===== src/sv/pal_pkg.sv =====
// ----------------------------------------------------------------------------
// pal_pkg
// Shared types, codes and the control store of the positional array list.
// ----------------------------------------------------------------------------
package pal_pkg;

   localparam int CAPACITY_DEF     = 32;
   localparam int ELEMENT_BITS_DEF = 32;
   localparam int VALUE_BITS       = 32;
   localparam int POS_BITS         = 6;
   localparam int LEN_BITS         = 6;

   typedef enum logic [2:0] {
      ACT_CLEAR  = 3'd0,
      ACT_GET    = 3'd1,
      ACT_PRIOR  = 3'd2,
      ACT_NEXT   = 3'd3,
      ACT_INSERT = 3'd4,
      ACT_DELETE = 3'd5
   } action_type;

   typedef enum logic [1:0] {
      ST_OK       = 2'd0,
      ST_BADPOS   = 2'd1,
      ST_NOTFOUND = 2'd2,
      ST_FULL     = 2'd3
   } status_type;

   typedef struct packed {
      logic [2:0]            action;
      logic [POS_BITS-1:0]   position;
      logic [VALUE_BITS-1:0] item_value;
   } pal_req_type;

   typedef struct packed {
      logic [1:0]            status;
      logic [VALUE_BITS-1:0] read_value;
      logic [LEN_BITS-1:0]   list_length;
      logic                  is_empty;
   } pal_rsp_type;

   typedef enum logic [4:0] {
      S_FETCH, S_DECODE, S_CLR,
      S_GET0, S_GET1,
      S_DEL0, S_DEL1, S_DEL2, S_DEL3, S_DEL4,
      S_INS0, S_INS1, S_INS2, S_INS3, S_INS4,
      S_SCN0, S_SCN1, S_SCN2,
      S_EMIT
   } step_type;

   typedef enum logic [3:0] {
      D_NONE, D_CLEAR, D_RDPOS, D_TAKE, D_SHIFT, D_FLUSH, D_DEC,
      D_INSCHK, D_PUT, D_SCANINIT, D_SCAN, D_SCANEND, D_EMIT
   } dop_type;

   typedef enum logic [1:0] {
      H_NONE, H_ALWAYS, H_MORE_UP, H_MORE_DN
   } hold_type;

   typedef enum logic [3:0] {
      C_NEVER, C_ALWAYS, C_REQ, C_OUTFREE, C_DISPATCH, C_BAD_RD,
      C_INS_REJECT, C_POS_GT_N, C_IDX_GE_N, C_N_LT2, C_HIT
   } cond_type;

   typedef struct packed {
      dop_type  dop;
      hold_type hold;
      cond_type cond;
      step_type target;
   } ucode_type;

   function automatic ucode_type ucode_rom(step_type s);
      ucode_type w;
      case (s)
         S_FETCH:  w = '{D_NONE,     H_ALWAYS,  C_REQ,        S_DECODE};
         S_DECODE: w = '{D_NONE,     H_NONE,    C_DISPATCH,   S_EMIT};
         S_CLR:    w = '{D_CLEAR,    H_NONE,    C_ALWAYS,     S_EMIT};
         S_GET0:   w = '{D_RDPOS,    H_NONE,    C_BAD_RD,     S_EMIT};
         S_GET1:   w = '{D_TAKE,     H_NONE,    C_ALWAYS,     S_EMIT};
         S_DEL0:   w = '{D_RDPOS,    H_NONE,    C_BAD_RD,     S_EMIT};
         S_DEL1:   w = '{D_TAKE,     H_NONE,    C_IDX_GE_N,   S_DEL4};
         S_DEL2:   w = '{D_SHIFT,    H_MORE_UP, C_NEVER,      S_FETCH};
         S_DEL3:   w = '{D_FLUSH,    H_NONE,    C_NEVER,      S_FETCH};
         S_DEL4:   w = '{D_DEC,      H_NONE,    C_ALWAYS,     S_EMIT};
         S_INS0:   w = '{D_INSCHK,   H_NONE,    C_INS_REJECT, S_EMIT};
         S_INS1:   w = '{D_NONE,     H_NONE,    C_POS_GT_N,   S_INS4};
         S_INS2:   w = '{D_SHIFT,    H_MORE_DN, C_NEVER,      S_FETCH};
         S_INS3:   w = '{D_FLUSH,    H_NONE,    C_NEVER,      S_FETCH};
         S_INS4:   w = '{D_PUT,      H_NONE,    C_ALWAYS,     S_EMIT};
         S_SCN0:   w = '{D_SCANINIT, H_NONE,    C_N_LT2,      S_EMIT};
         S_SCN1:   w = '{D_SCAN,     H_MORE_UP, C_HIT,        S_EMIT};
         S_SCN2:   w = '{D_SCANEND,  H_NONE,    C_ALWAYS,     S_EMIT};
         S_EMIT:   w = '{D_EMIT,     H_ALWAYS,  C_OUTFREE,    S_FETCH};
         default:  w = '{D_NONE,     H_NONE,    C_ALWAYS,     S_FETCH};
      endcase
      return w;
   endfunction

   function automatic step_type entry_step(action_type a);
      step_type s;
      case (a)
         ACT_CLEAR:  s = S_CLR;
         ACT_GET:    s = S_GET0;
         ACT_PRIOR:  s = S_SCN0;
         ACT_NEXT:   s = S_SCN0;
         ACT_INSERT: s = S_INS0;
         ACT_DELETE: s = S_DEL0;
         default:    s = S_EMIT;
      endcase
      return s;
   endfunction

endpackage


===== src/sv/positional_array_list_core.sv =====
// ----------------------------------------------------------------------------
// positional_array_list_core
// Fixed-capacity ordered list in a one-read, one-write store, driven by a
// microcoded sequencer that walks the store one entry per cycle.
// ----------------------------------------------------------------------------
//  Channel  Direction  Payload        Handshake
//  req      in         pal_req_type   req_valid / req_stall
//  rsp      out        pal_rsp_type   rsp_valid / rsp_stall
//
// Fetch and decode open each item and posting the result closes it; an unused
// code or a refused item goes straight to posting. Insert and delete walk the
// tail only when it moves, prior and next scan the list until a match, and
// the single read port of the store sets these walks.
// Reset clears the sequencer, the result valid, the length count and the
// pending-write flag only. A held result sits in the output register while
// the next item is taken.
module positional_array_list_core #(
   parameter int CAPACITY     = pal_pkg::CAPACITY_DEF,
   parameter int ELEMENT_BITS = pal_pkg::ELEMENT_BITS_DEF
) (
   input  logic                 clock,
   input  logic                 reset,
   input  logic                 req_valid,
   output logic                 req_stall,
   input  pal_pkg::pal_req_type req_data,
   output logic                 rsp_valid,
   input  logic                 rsp_stall,
   output pal_pkg::pal_rsp_type rsp_data
);
   import pal_pkg::*;

   localparam int IW = $clog2(CAPACITY + 1);
   localparam int AW = $clog2(CAPACITY);
   localparam int CW = ((IW > POS_BITS) ? IW : POS_BITS) + 1;

   logic [ELEMENT_BITS-1:0] mem [CAPACITY];

   step_type                upc_ff, upc_in;
   action_type              act_ff, act_in;
   logic [POS_BITS-1:0]     pos_ff, pos_in;
   logic [ELEMENT_BITS-1:0] val_ff, val_in;
   logic [IW-1:0]           count_ff, count_in;
   logic [IW-1:0]           idx_ff, idx_in;
   logic [AW-1:0]           tag_ff, tag_in;
   logic                    pend_ff, pend_in;
   status_type              status_ff, status_in;
   logic [ELEMENT_BITS-1:0] rd_ff, rd_in;
   logic [ELEMENT_BITS-1:0] rdata_ff;
   logic [ELEMENT_BITS-1:0] prev_ff;
   logic                    rsp_valid_ff, rsp_valid_in;
   pal_rsp_type             rsp_ff, rsp_in;

   ucode_type               uc;
   step_type                tgt;
   logic                    cond_true, hold_true;
   logic                    req_accept, out_free;
   logic [CW-1:0]           pos_x, n_x, idx_x;
   logic                    bad_rd, bad_ins, full, hit, is_prior, walk_dn;
   logic [POS_BITS-1:0]     pos_m1;
   logic                    mem_we;
   logic [AW-1:0]           mem_waddr, mem_raddr;
   logic [ELEMENT_BITS-1:0] mem_wdata;

   assign uc         = ucode_rom(upc_ff);
   assign req_stall  = reset || (upc_ff != S_FETCH);
   assign req_accept = req_valid && !req_stall;
   assign out_free   = !rsp_valid_ff || !rsp_stall;
   assign rsp_valid  = rsp_valid_ff;
   assign rsp_data   = rsp_ff;

   assign pos_x    = CW'(pos_ff);
   assign n_x      = CW'(count_ff);
   assign idx_x    = CW'(idx_ff);
   assign pos_m1   = pos_ff - POS_BITS'(1);
   assign bad_rd   = (pos_ff == '0) || (pos_x > n_x);
   assign bad_ins  = (pos_ff == '0) || (pos_x > (n_x + CW'(1)));
   assign full     = n_x >= CW'(CAPACITY);
   assign is_prior = act_ff == ACT_PRIOR;
   assign walk_dn  = act_ff == ACT_INSERT;
   assign hit      = pend_ff && (tag_ff != '0)
                     && (is_prior ? (rdata_ff == val_ff) : (prev_ff == val_ff));

   always_comb begin
      case (uc.cond)
         C_NEVER:      cond_true = 1'b0;
         C_ALWAYS:     cond_true = 1'b1;
         C_REQ:        cond_true = req_accept;
         C_OUTFREE:    cond_true = out_free;
         C_DISPATCH:   cond_true = 1'b1;
         C_BAD_RD:     cond_true = bad_rd;
         C_INS_REJECT: cond_true = bad_ins || full;
         C_POS_GT_N:   cond_true = pos_x > n_x;
         C_IDX_GE_N:   cond_true = idx_ff >= count_ff;
         C_N_LT2:      cond_true = n_x < CW'(2);
         C_HIT:        cond_true = hit;
         default:      cond_true = 1'b0;
      endcase
      case (uc.hold)
         H_NONE:    hold_true = 1'b0;
         H_ALWAYS:  hold_true = 1'b1;
         H_MORE_UP: hold_true = (idx_x + CW'(1)) < n_x;
         H_MORE_DN: hold_true = idx_x >= pos_x;
         default:   hold_true = 1'b0;
      endcase
      tgt = (uc.cond == C_DISPATCH) ? entry_step(act_ff) : uc.target;
      if (cond_true) begin
         upc_in = tgt;
      end else if (hold_true) begin
         upc_in = upc_ff;
      end else begin
         upc_in = step_type'(upc_ff + 5'd1);
      end

      act_in       = act_ff;
      pos_in       = pos_ff;
      val_in       = val_ff;
      count_in     = count_ff;
      idx_in       = idx_ff;
      tag_in       = tag_ff;
      pend_in      = pend_ff;
      status_in    = status_ff;
      rd_in        = rd_ff;
      rsp_in       = rsp_ff;
      rsp_valid_in = rsp_valid_ff && rsp_stall;
      mem_we       = 1'b0;
      mem_waddr    = walk_dn ? (tag_ff + AW'(1)) : (tag_ff - AW'(1));
      mem_wdata    = rdata_ff;
      mem_raddr    = idx_ff[AW-1:0];

      if (req_accept) begin
         act_in    = action_type'(req_data.action);
         pos_in    = req_data.position;
         val_in    = ELEMENT_BITS'(req_data.item_value);
         status_in = ST_OK;
         rd_in     = '0;
         pend_in   = 1'b0;
      end

      case (uc.dop)
         D_NONE: begin
         end
         D_CLEAR: begin
            count_in = '0;
         end
         D_RDPOS: begin
            mem_raddr = pos_m1[AW-1:0];
            idx_in    = IW'(pos_ff);
            status_in = bad_rd ? ST_BADPOS : ST_OK;
         end
         D_TAKE: begin
            rd_in = rdata_ff;
         end
         D_SHIFT: begin
            mem_we  = pend_ff;
            tag_in  = idx_ff[AW-1:0];
            pend_in = 1'b1;
            idx_in  = walk_dn ? (idx_ff - IW'(1)) : (idx_ff + IW'(1));
         end
         D_FLUSH: begin
            mem_we  = pend_ff;
            pend_in = 1'b0;
         end
         D_DEC: begin
            count_in = count_ff - IW'(1);
         end
         D_INSCHK: begin
            status_in = bad_ins ? ST_BADPOS : (full ? ST_FULL : ST_OK);
            idx_in    = count_ff - IW'(1);
         end
         D_PUT: begin
            mem_we    = 1'b1;
            mem_waddr = pos_m1[AW-1:0];
            mem_wdata = val_ff;
            count_in  = count_ff + IW'(1);
         end
         D_SCANINIT: begin
            status_in = ST_NOTFOUND;
            idx_in    = '0;
         end
         D_SCAN: begin
            tag_in  = idx_ff[AW-1:0];
            pend_in = 1'b1;
            idx_in  = idx_ff + IW'(1);
            if (hit) begin
               status_in = ST_OK;
               rd_in     = is_prior ? prev_ff : rdata_ff;
            end
         end
         D_SCANEND: begin
            pend_in = 1'b0;
            if (hit) begin
               status_in = ST_OK;
               rd_in     = is_prior ? prev_ff : rdata_ff;
            end
         end
         D_EMIT: begin
            if (out_free) begin
               rsp_valid_in       = 1'b1;
               rsp_in.status      = status_ff;
               rsp_in.read_value  = VALUE_BITS'(rd_ff);
               rsp_in.list_length = LEN_BITS'(count_ff);
               rsp_in.is_empty    = count_ff == '0;
            end
         end
         default: begin
         end
      endcase
   end

   always_ff @(posedge clock) begin
      if (reset) begin
         upc_ff       <= S_FETCH;
         count_ff     <= '0;
         pend_ff      <= 1'b0;
         rsp_valid_ff <= 1'b0;
      end else begin
         upc_ff       <= upc_in;
         count_ff     <= count_in;
         pend_ff      <= pend_in;
         rsp_valid_ff <= rsp_valid_in;
      end
   end

   always_ff @(posedge clock) begin
      act_ff    <= act_in;
      pos_ff    <= pos_in;
      val_ff    <= val_in;
      idx_ff    <= idx_in;
      tag_ff    <= tag_in;
      status_ff <= status_in;
      rd_ff     <= rd_in;
      rsp_ff    <= rsp_in;
      prev_ff   <= rdata_ff;
   end

   always_ff @(posedge clock) begin
      if (mem_we) begin
         mem[mem_waddr] <= mem_wdata;
      end
      rdata_ff <= mem[mem_raddr];
   end

   a_count_bound : assert property (@(posedge clock) disable iff (reset)
      n_x <= CW'(CAPACITY))
      else $error("list length above capacity");

   a_accept_decode : assert property (@(posedge clock) disable iff (reset)
      req_accept |=> upc_ff == S_DECODE)
      else $error("accepted item not decoded");

   a_emit_done : assert property (@(posedge clock) disable iff (reset)
      (uc.dop == D_EMIT) && out_free |=> (upc_ff == S_FETCH) && rsp_valid_ff)
      else $error("result not posted on emit");

   a_write_range : assert property (@(posedge clock) disable iff (reset)
      mem_we |-> CW'(mem_waddr) < CW'(CAPACITY))
      else $error("store write outside capacity");

endmodule

===== config.mk =====
export PLATFORM = sky130hd
export DESIGN_NAME = positional_array_list_core
export DESIGN_NICKNAME = d
export VERILOG_FILES = /design/src/sv/pal_pkg.sv /design/src/sv/positional_array_list_core.sv
export SDC_FILE = /design/constraint.sdc
export NUM_CORES = 2
export LEC_CHECK = 0
export BUFFER_PORTS_ARGS = -buffer_cell sky130_fd_sc_hd__buf_4
export CAP_MARGIN = 5
export CORE_MARGIN = 4
export CORE_UTILIZATION = 45
export CTS_CLUSTER_DIAMETER = 80
export DETAILED_ROUTE_END_ITERATION = 6
export PLACE_DENSITY = 0.71
export SLEW_MARGIN = 10
export SYNTH_ARGS = -nofsm -noshare
export SYNTH_HDL_FRONTEND = slang
export SYNTH_SLANG_ARGS = --single-unit

===== constraint.sdc =====
create_clock -name clock -period 4.2 [get_ports clock]
set_clock_uncertainty 0.1 [all_clocks]
set_input_delay 0.84 -clock clock [delete_from_list [all_inputs] [get_ports clock]]
set_output_delay 0.84 -clock clock [all_outputs]
set_load 0.01 [all_outputs]

======== Yosys cells after proc, flatten, opt, wreduce, memory -nomap -nowiden ========
Memory sizes are Yosys's and may differ from the RTL's. A register that Yosys moved wholly into a read port is not among the register bits.
Index checks and enable logic that the tools add are counted.
word-level totals
  bits in registers ....................... 172
  RAM bits ................................ 1024
  bits in read-only memories .............. 480
  input port bits ......................... 45
  output and inout bits ................... 43
  word-level logic and storage cells ...... 129
  memories kept ........................... 2
operators by class
  $add $sub $neg .......................... 10
  $lt $le $gt $ge ......................... 7
  eq/ne operators ......................... 33
  mux-type cells .......................... 33
  reduce and logical (&&, ||, !) cells .... 28
memories
  name             depth  bits a word  read ports  clocked after memory_dff  wr ports  line                              source
  mem              32     32           1           1                         1         positional_array_list_core.sv:36  logic [ELEMENT_BITS-1:0] mem [CAPACITY];
  (no name shown)  32     15           1           1                         0         pal_pkg.sv:74                     case (s)
operators by type and width
  cell                   count
  $mux W32               4
  $eq A32 B32 Y1         2
  $pmux W32 S2           1
  $mux W5                8
  $eq A4 B3 Y1 const B   8
  $eq A4 B4 Y1 const B   8
  $pmux W6 S5            1
  $pmux W5 S5            1
  $pmux W6 S3            1
  $eq A4 B2 Y1 const B   4
  $reduce_bool A5 Y1     3
  $add A6 B1 Y7 const B  2
  $add A6 B1 Y6 const B  2
  $ge A6 B6 Y1           2
  $logic_not A6 Y1       2
  $reduce_or A2 Y1       6
  $sub A6 B1 Y6 const B  2
  $add A5 B1 Y5 const B  2
  $sub A5 B1 Y5 const B  2
  $pmux W1 S9            1
  $eq A4 B1 Y1 const B   2
  $mux W2                4
  $pmux W2 S4            1
  $gt A6 B7 Y1           1
  other kinds (21)       41

======== Longest topological paths before layout ========
  depth after elaboration ................. 8
  gate-level depth with buffers ........... 19
  depth with buffers taken out ............ 18

======== Worst setup path before layout ========
OpenSTA, ideal clock, no wires.
  path kind ............................... register to register
  start ................................... reg count_ff[2]
  end ..................................... reg uc[13] (netlist name)
  setup time .............................. 0.136 ns
  arrival time ............................ 4.086 ns
  required time ........................... 3.964 ns
  path slack .............................. -0.122 ns
  cell stages (with the launch flop) ...... 19
  buffers on the path ..................... 1
  clock period less this slack ............ 4.322 ns
  cell sequence ........................... dfxtp_1 clkbuf_1 nand3_1 nor3_1 xnor2_1 ha_1 and3_1 a221o_1 nand2_1 o311ai_1 inv_1 nand2_2 mux2_2 nor2_1 ha_1 inv_1 and3_1 o311ai_1 o211ai_1
on the way
  longest elaborated chain between the ends .. 8
  elaborated cells on any way between the ends .. 16
  classes of those cells .................. add/sub: 1; order compare: 6; eq/ne: 1; mux: 5; reduce/logical: 3
RTL lines
  element                                                          line                               source
  from (decl)                                                      positional_array_list_core.sv:42   logic [IW-1:0] count_ff, count_in;
  from (signal assigned)                                           positional_array_list_core.sv:218  count_ff <= count_in;
  $add A6 B1 Y7                                                    positional_array_list_core.sv:76   assign bad_ins = (pos_ff == '0) || (pos_x > (n_x + CW'(1)));
  $gt A6 B7 Y1                                                     positional_array_list_core.sv:76
  $logic_or A1 B1 Y1                                               positional_array_list_core.sv:76
  $logic_or A1 B1 Y1                                               positional_array_list_core.sv:91   C_INS_REJECT: cond_true = bad_ins || full;
  $pmux W1 S9                                                      positional_array_list_core.sv:84   case (uc.cond)
  $ne A2 B2 Y1 (no source line) / $mux W5 (equally long branches)  -
  $mux W5 (no source line) * (2 in series)                         -
Every way passes the cells marked *; elsewhere a longest branch is shown, timed or not.
A chain may end at the register's enable or synchronous reset.

======== Worst setup path in the final report ========
  start ................................... reg act_ff[2]
  end ..................................... reg uc[13] (netlist name)
on the way
  longest elaborated chain between the ends .. 7
  elaborated cells on any way between the ends .. 16
  classes of those cells .................. eq/ne: 6; mux: 7; reduce/logical: 3
RTL lines
  element                                                          line                                                                 source
  from (decl)                                                      positional_array_list_core.sv:39                                     action_type act_ff, act_in;
  from (signal assigned)                                           positional_array_list_core.sv:225                                    act_ff <= act_in;
  $eq A3 B2 Y1, on equally long branches                           pal_pkg.sv:101, positional_array_list_core.sv:78
  $mux W1 / $reduce_or A2 Y1 (equally long branches)               -
  $logic_and A1 B1 Y1 / $pmux W5 S5 (equally long branches)        positional_array_list_core.sv:81, pal_pkg.sv:101
  $pmux W1 S9 / $mux W5 (equally long branches)                    positional_array_list_core.sv:84, positional_array_list_core.sv:105
  $ne A2 B2 Y1 (no source line) / $mux W5 (equally long branches)  -
  $mux W5 (no source line) * (2 in series)                         -
Marks and branches as above.

==> impl_results.md <==
* Maximum number of pins on one net before global-route repair at 69
* Maximum level of the CTS H-tree at 3
* Final Critical Period at 4.03 ns
* Result of the run: finished, final reports clean
* # rows at 122
* Kind of path behind the tightest hold check: in -> reg
* Combinational family with the most area after synthesis: multiplexers
* Clock slew seen by the registers of the worst setup and hold paths at 0.06 ns
* Initial cell density of the core at 45.3%
* Worst hold start: req_data[4]
* Most common cell after layout, fill and taps aside: edfxtp_1
* Tightest Pin Transition at 1.18 ns
* Cell Chain, Critical Path: or3b_1, buf_12, a21boi_0, o221ai_1, a211oi_1, and4_1, nand3_1, nand2_2, mux2_2, nor2_1, ha_1, inv_1, and3_1, o311ai_1, o211ai_1
* Number of failing setup endpoints in the final timing report at 0
* Number of endpoints with negative hold slack in the final report at 0
* Hold depth at 1
* Mapped Avg Cell Area at 17.6 um^2
* Post-synthesis cell type count at 85
* Tot GR Track Use at 21.8%
* Number of global-route vias before repair at 27.4k
* Number of inserted filler cells in the final layout at 8588
* Biggest fanout along the worst timing path at 30
* Area of the die at 0.117 mm^2
* Final worst-path cycle share at 96.1%
* Clock Tree Root: clkbuf_16
* Layout overhead on the synthesized area at 15.9%
* Area fraction in compound gates after synthesis at 5.35%
* Global route overflow at 0
* Number of cells on the worst reg-to-reg path at 15
* Power density normalized to cell area at 762 mW/mm^2
* Startpoint of the lowest-slack register-to-register path: act_ff[2]$_DFFE_PP_
* IO Port Bufs at 87
* Peak supply drop at 0.638 mV
* Number of search-and-repair iterations in the first detailed-routing pass at 6
* Number of buffers on the longest clock path at 3
* Drt first-iter violations at 3523
* Slew Limit Fails at 0
* Number of cells after detailed placement at 4448
* Final estimated routing congestion in global placement at 0.913
* Number of enable-type register cells in the synthesized netlist at 1117
* Share of synthesized area occupied by flip-flops and latches at 72.0%
* CTS tree: done
* Clock buffer count from CTS at 116
* Post-synthesis mux area share at 14.7%
* Vias per std cell at 5.98
* Final TNS setup at 0 ns
* Syn_nets at 2944
* Number of antenna violations at the first check in global routing at 2
* Adder-cell share of the synthesized area at 1.26%
* CTS hold repair buffers at 0
* Worst Hold Endpoint: val_ff[4]$_DFFE_PP_
* Primary flip-flop cell chosen by synthesis mapping: edfxtp_1
* Seq. cell area at 0.0361 mm^2
* Horizontal die dimension at 342 um
* Global-route wire length before repair at 188 mm
* Slack of the worst reg-to-reg path at 0.17 ns
* Fmax achieved at 248 MHz
* Number of diodes at 0
* Core area at 0.111 mm^2
* Critical register-to-register path endpoint: uc[13]$_DFF_P_
* Nets at 3179
* Most frequent cells in the layout: edfxtp_1 (1117), mux4_2 (256), nand2_1 (227)
* Worst-case headroom to the max-slew limit at 21.2%
* Post-synthesis xor/xnor area fraction at 0.856%
* Category of the most critical setup path: reg -> reg
* Delay of the slowest critical-path stage at 0.51 ns
* RSZ-0062 raised after global routing: no
* Drt drc at 0
* Master of the slowest instance on the critical path: edfxtp_1
* Clock latency on the worst-skew pair at 0.71 ns
* Area occupied by multi-input gates at 0.0137 mm^2
* Summed instance area of the synthesized netlist at 0.0501 mm^2
* Die height at 342 um
* Via count at 28.0k
* Simple-gate share of the synthesized area at 4.23%
* Required time of the critical path at 4.67 ns
* Number of clock sinks at 1243
* Final Instance Count excl. Fillers at 4673
* Number of max-capacitance violations reported at 0
* Share of final-layout standard cells stronger than drive strength 1 at 26.0%
* Count of warnings emitted by yosys at 0
* LEAKAGE at 19.1 nW
* DRT Wirelength at 128 mm
* Crit path arrival time at 4.50 ns
* Number of I/O pins at 88
* Count of state elements after synthesis at 1243
* Gate count of the mapped netlist at 2849
* Crit path launch type: flip-flop
* CP endpoint kind: flip-flop
* Share of flip-flops with an asynchronous set or reset at 0%
* Detailed Place HPWL at 76.1 mm
* Number of antenna-violating nets in the routed design at 0
* Detail-routed net length per standard cell at 27.3 um
==> cells by family (layout without fill, tap and decap cells) <==
group / Yosys count / in the layout
adders and majority gates: 50 / 50
and+or+nand+nor: 471 / 472
buffers and inverters: 209 / 544
muxes: 406 / 406
DFF: 1243 / 1243
AOI/OAI and AO/OA: 421 / 421
xor gates and xnor gates: 49 / 49
==> cell type report <==
cell class	count	share of cell area [%]
Sequential cell	1243	62.1
Multi-Input combinational cell	1398	23.5
Clock buffer	159	5.50
Timing Repair Buffer	264	4.47
Tap cell	1488	3.20
Clock inverter	60	0.844
Inverter	61	0.396
==> worst max-delay path, delay by kind of cell (launching register included) <==
kind	cells	cell delay (ns)
buffers and inverters	2	0.25
AOI/OAI and AO/OA	5	1.07
and+or+nand+nor	6	1.38
muxes	1	0.34
adders and majority gates	1	0.24
DFF	1	0.51
==> layer usage <==
layer  vias up  part of all wire [%]  global-route usage (%)  wire, um
li1      11900                     -                       -         -
met1     14400                    40                    31.6     51200
met2      1425                    47                    34.1     60000
met3       216                    10                    4.14     13000
met4         2                   2.8                    5.97      3520
met5         -                 0.010                       0        13
==> Yosys cell counts (11+ instances only) <==
library cell	number	area share, %
edfxtp_1	1117	67
nand3_1	30	0.30
a21oi_1	108	1.1
nor3_1	13	0.13
xor2_1	19	0.33
ha_1	49	1.2
nand2_1	229	1.7
mux2_2	70	1.6
xnor2_1	30	0.52
clkbuf_1	96	0.72
and3_1	11	0.14
nor2_1	108	0.81
a32oi_1	35	0.61
dfxtp_1	126	5.0
nor2b_1	19	0.24
o21ai_0	107	1.1
a31oi_1	37	0.46
buf_1	41	0.31
mux4_2	256	12
mux2i_1	77	1.5
inv_1	57	0.43
o211ai_1	39	0.58
==> sequential cells by signal (all words and copies together) (netlist names) <==
signal,count
idx_ff,6
rsp_data,41
uc,15
count_ff,6
act_ff,3
pend_ff,1
prev_ff,32
rdata_ff,32
rsp_valid,1
rd_ff,32
status_ff,2
mem,1024
pos_ff,6
tag_ff,5
val_ff,32
upc_ff,5
==> per-stage QoR <==
stage	power [mW]	util, %	instance area [um^2]	setup slack (ns)	hold WS [ns]
CTS	44.4	52.4	58000	0.0922	0.166
global placement	33.9	49.1	54300	0.141	0.275
global route	46.4	52.5	58100	0.00428	0.175
floorplan	28.5	-	50100	0.120	0.251
finish	44.3	52.5	58100	0.166	0.210
detailed placement	34.2	49.1	54300	0.0952	0.278
==> how the worst max path moves through the flow <==
stage / slack [ns] / to / startpoint
2_1_floorplan: 0.12 / uc[13]$_DFF_P_ / count_ff[2]$_SDFFE_PP0P_
3_3_place_gp: 0.14 / uc[13]$_DFF_P_ / act_ff[2]$_DFFE_PP_
3_5_place_dp: 0.1 / uc[13]$_DFF_P_ / act_ff[2]$_DFFE_PP_
4_1_cts: 0.09 / uc[13]$_DFF_P_ / act_ff[2]$_DFFE_PP_
5_1_grt: 0.004 / uc[13]$_DFF_P_ / act_ff[1]$_DFFE_PP_
6_report: 0.17 / uc[13]$_DFF_P_ / act_ff[2]$_DFFE_PP_
==> where the power goes <==
part / internal [mW] / total [mW] / switching (mW)
sequential: 16.8 / 17.9 / 1.02
combinational: 6.72 / 16.2 / 9.48
clock: 5.74 / 10.2 / 4.45
total: 29.3 / 44.3 / 15.0
==> timing repair <==
item                       4_1_cts  5_1_grt
buffers inserted                 0        5
setup endpoints to repair        0        6
hold endpoints to repair         0        0
gates resized for setup          0        5
(Power assumes the default switching activity.)
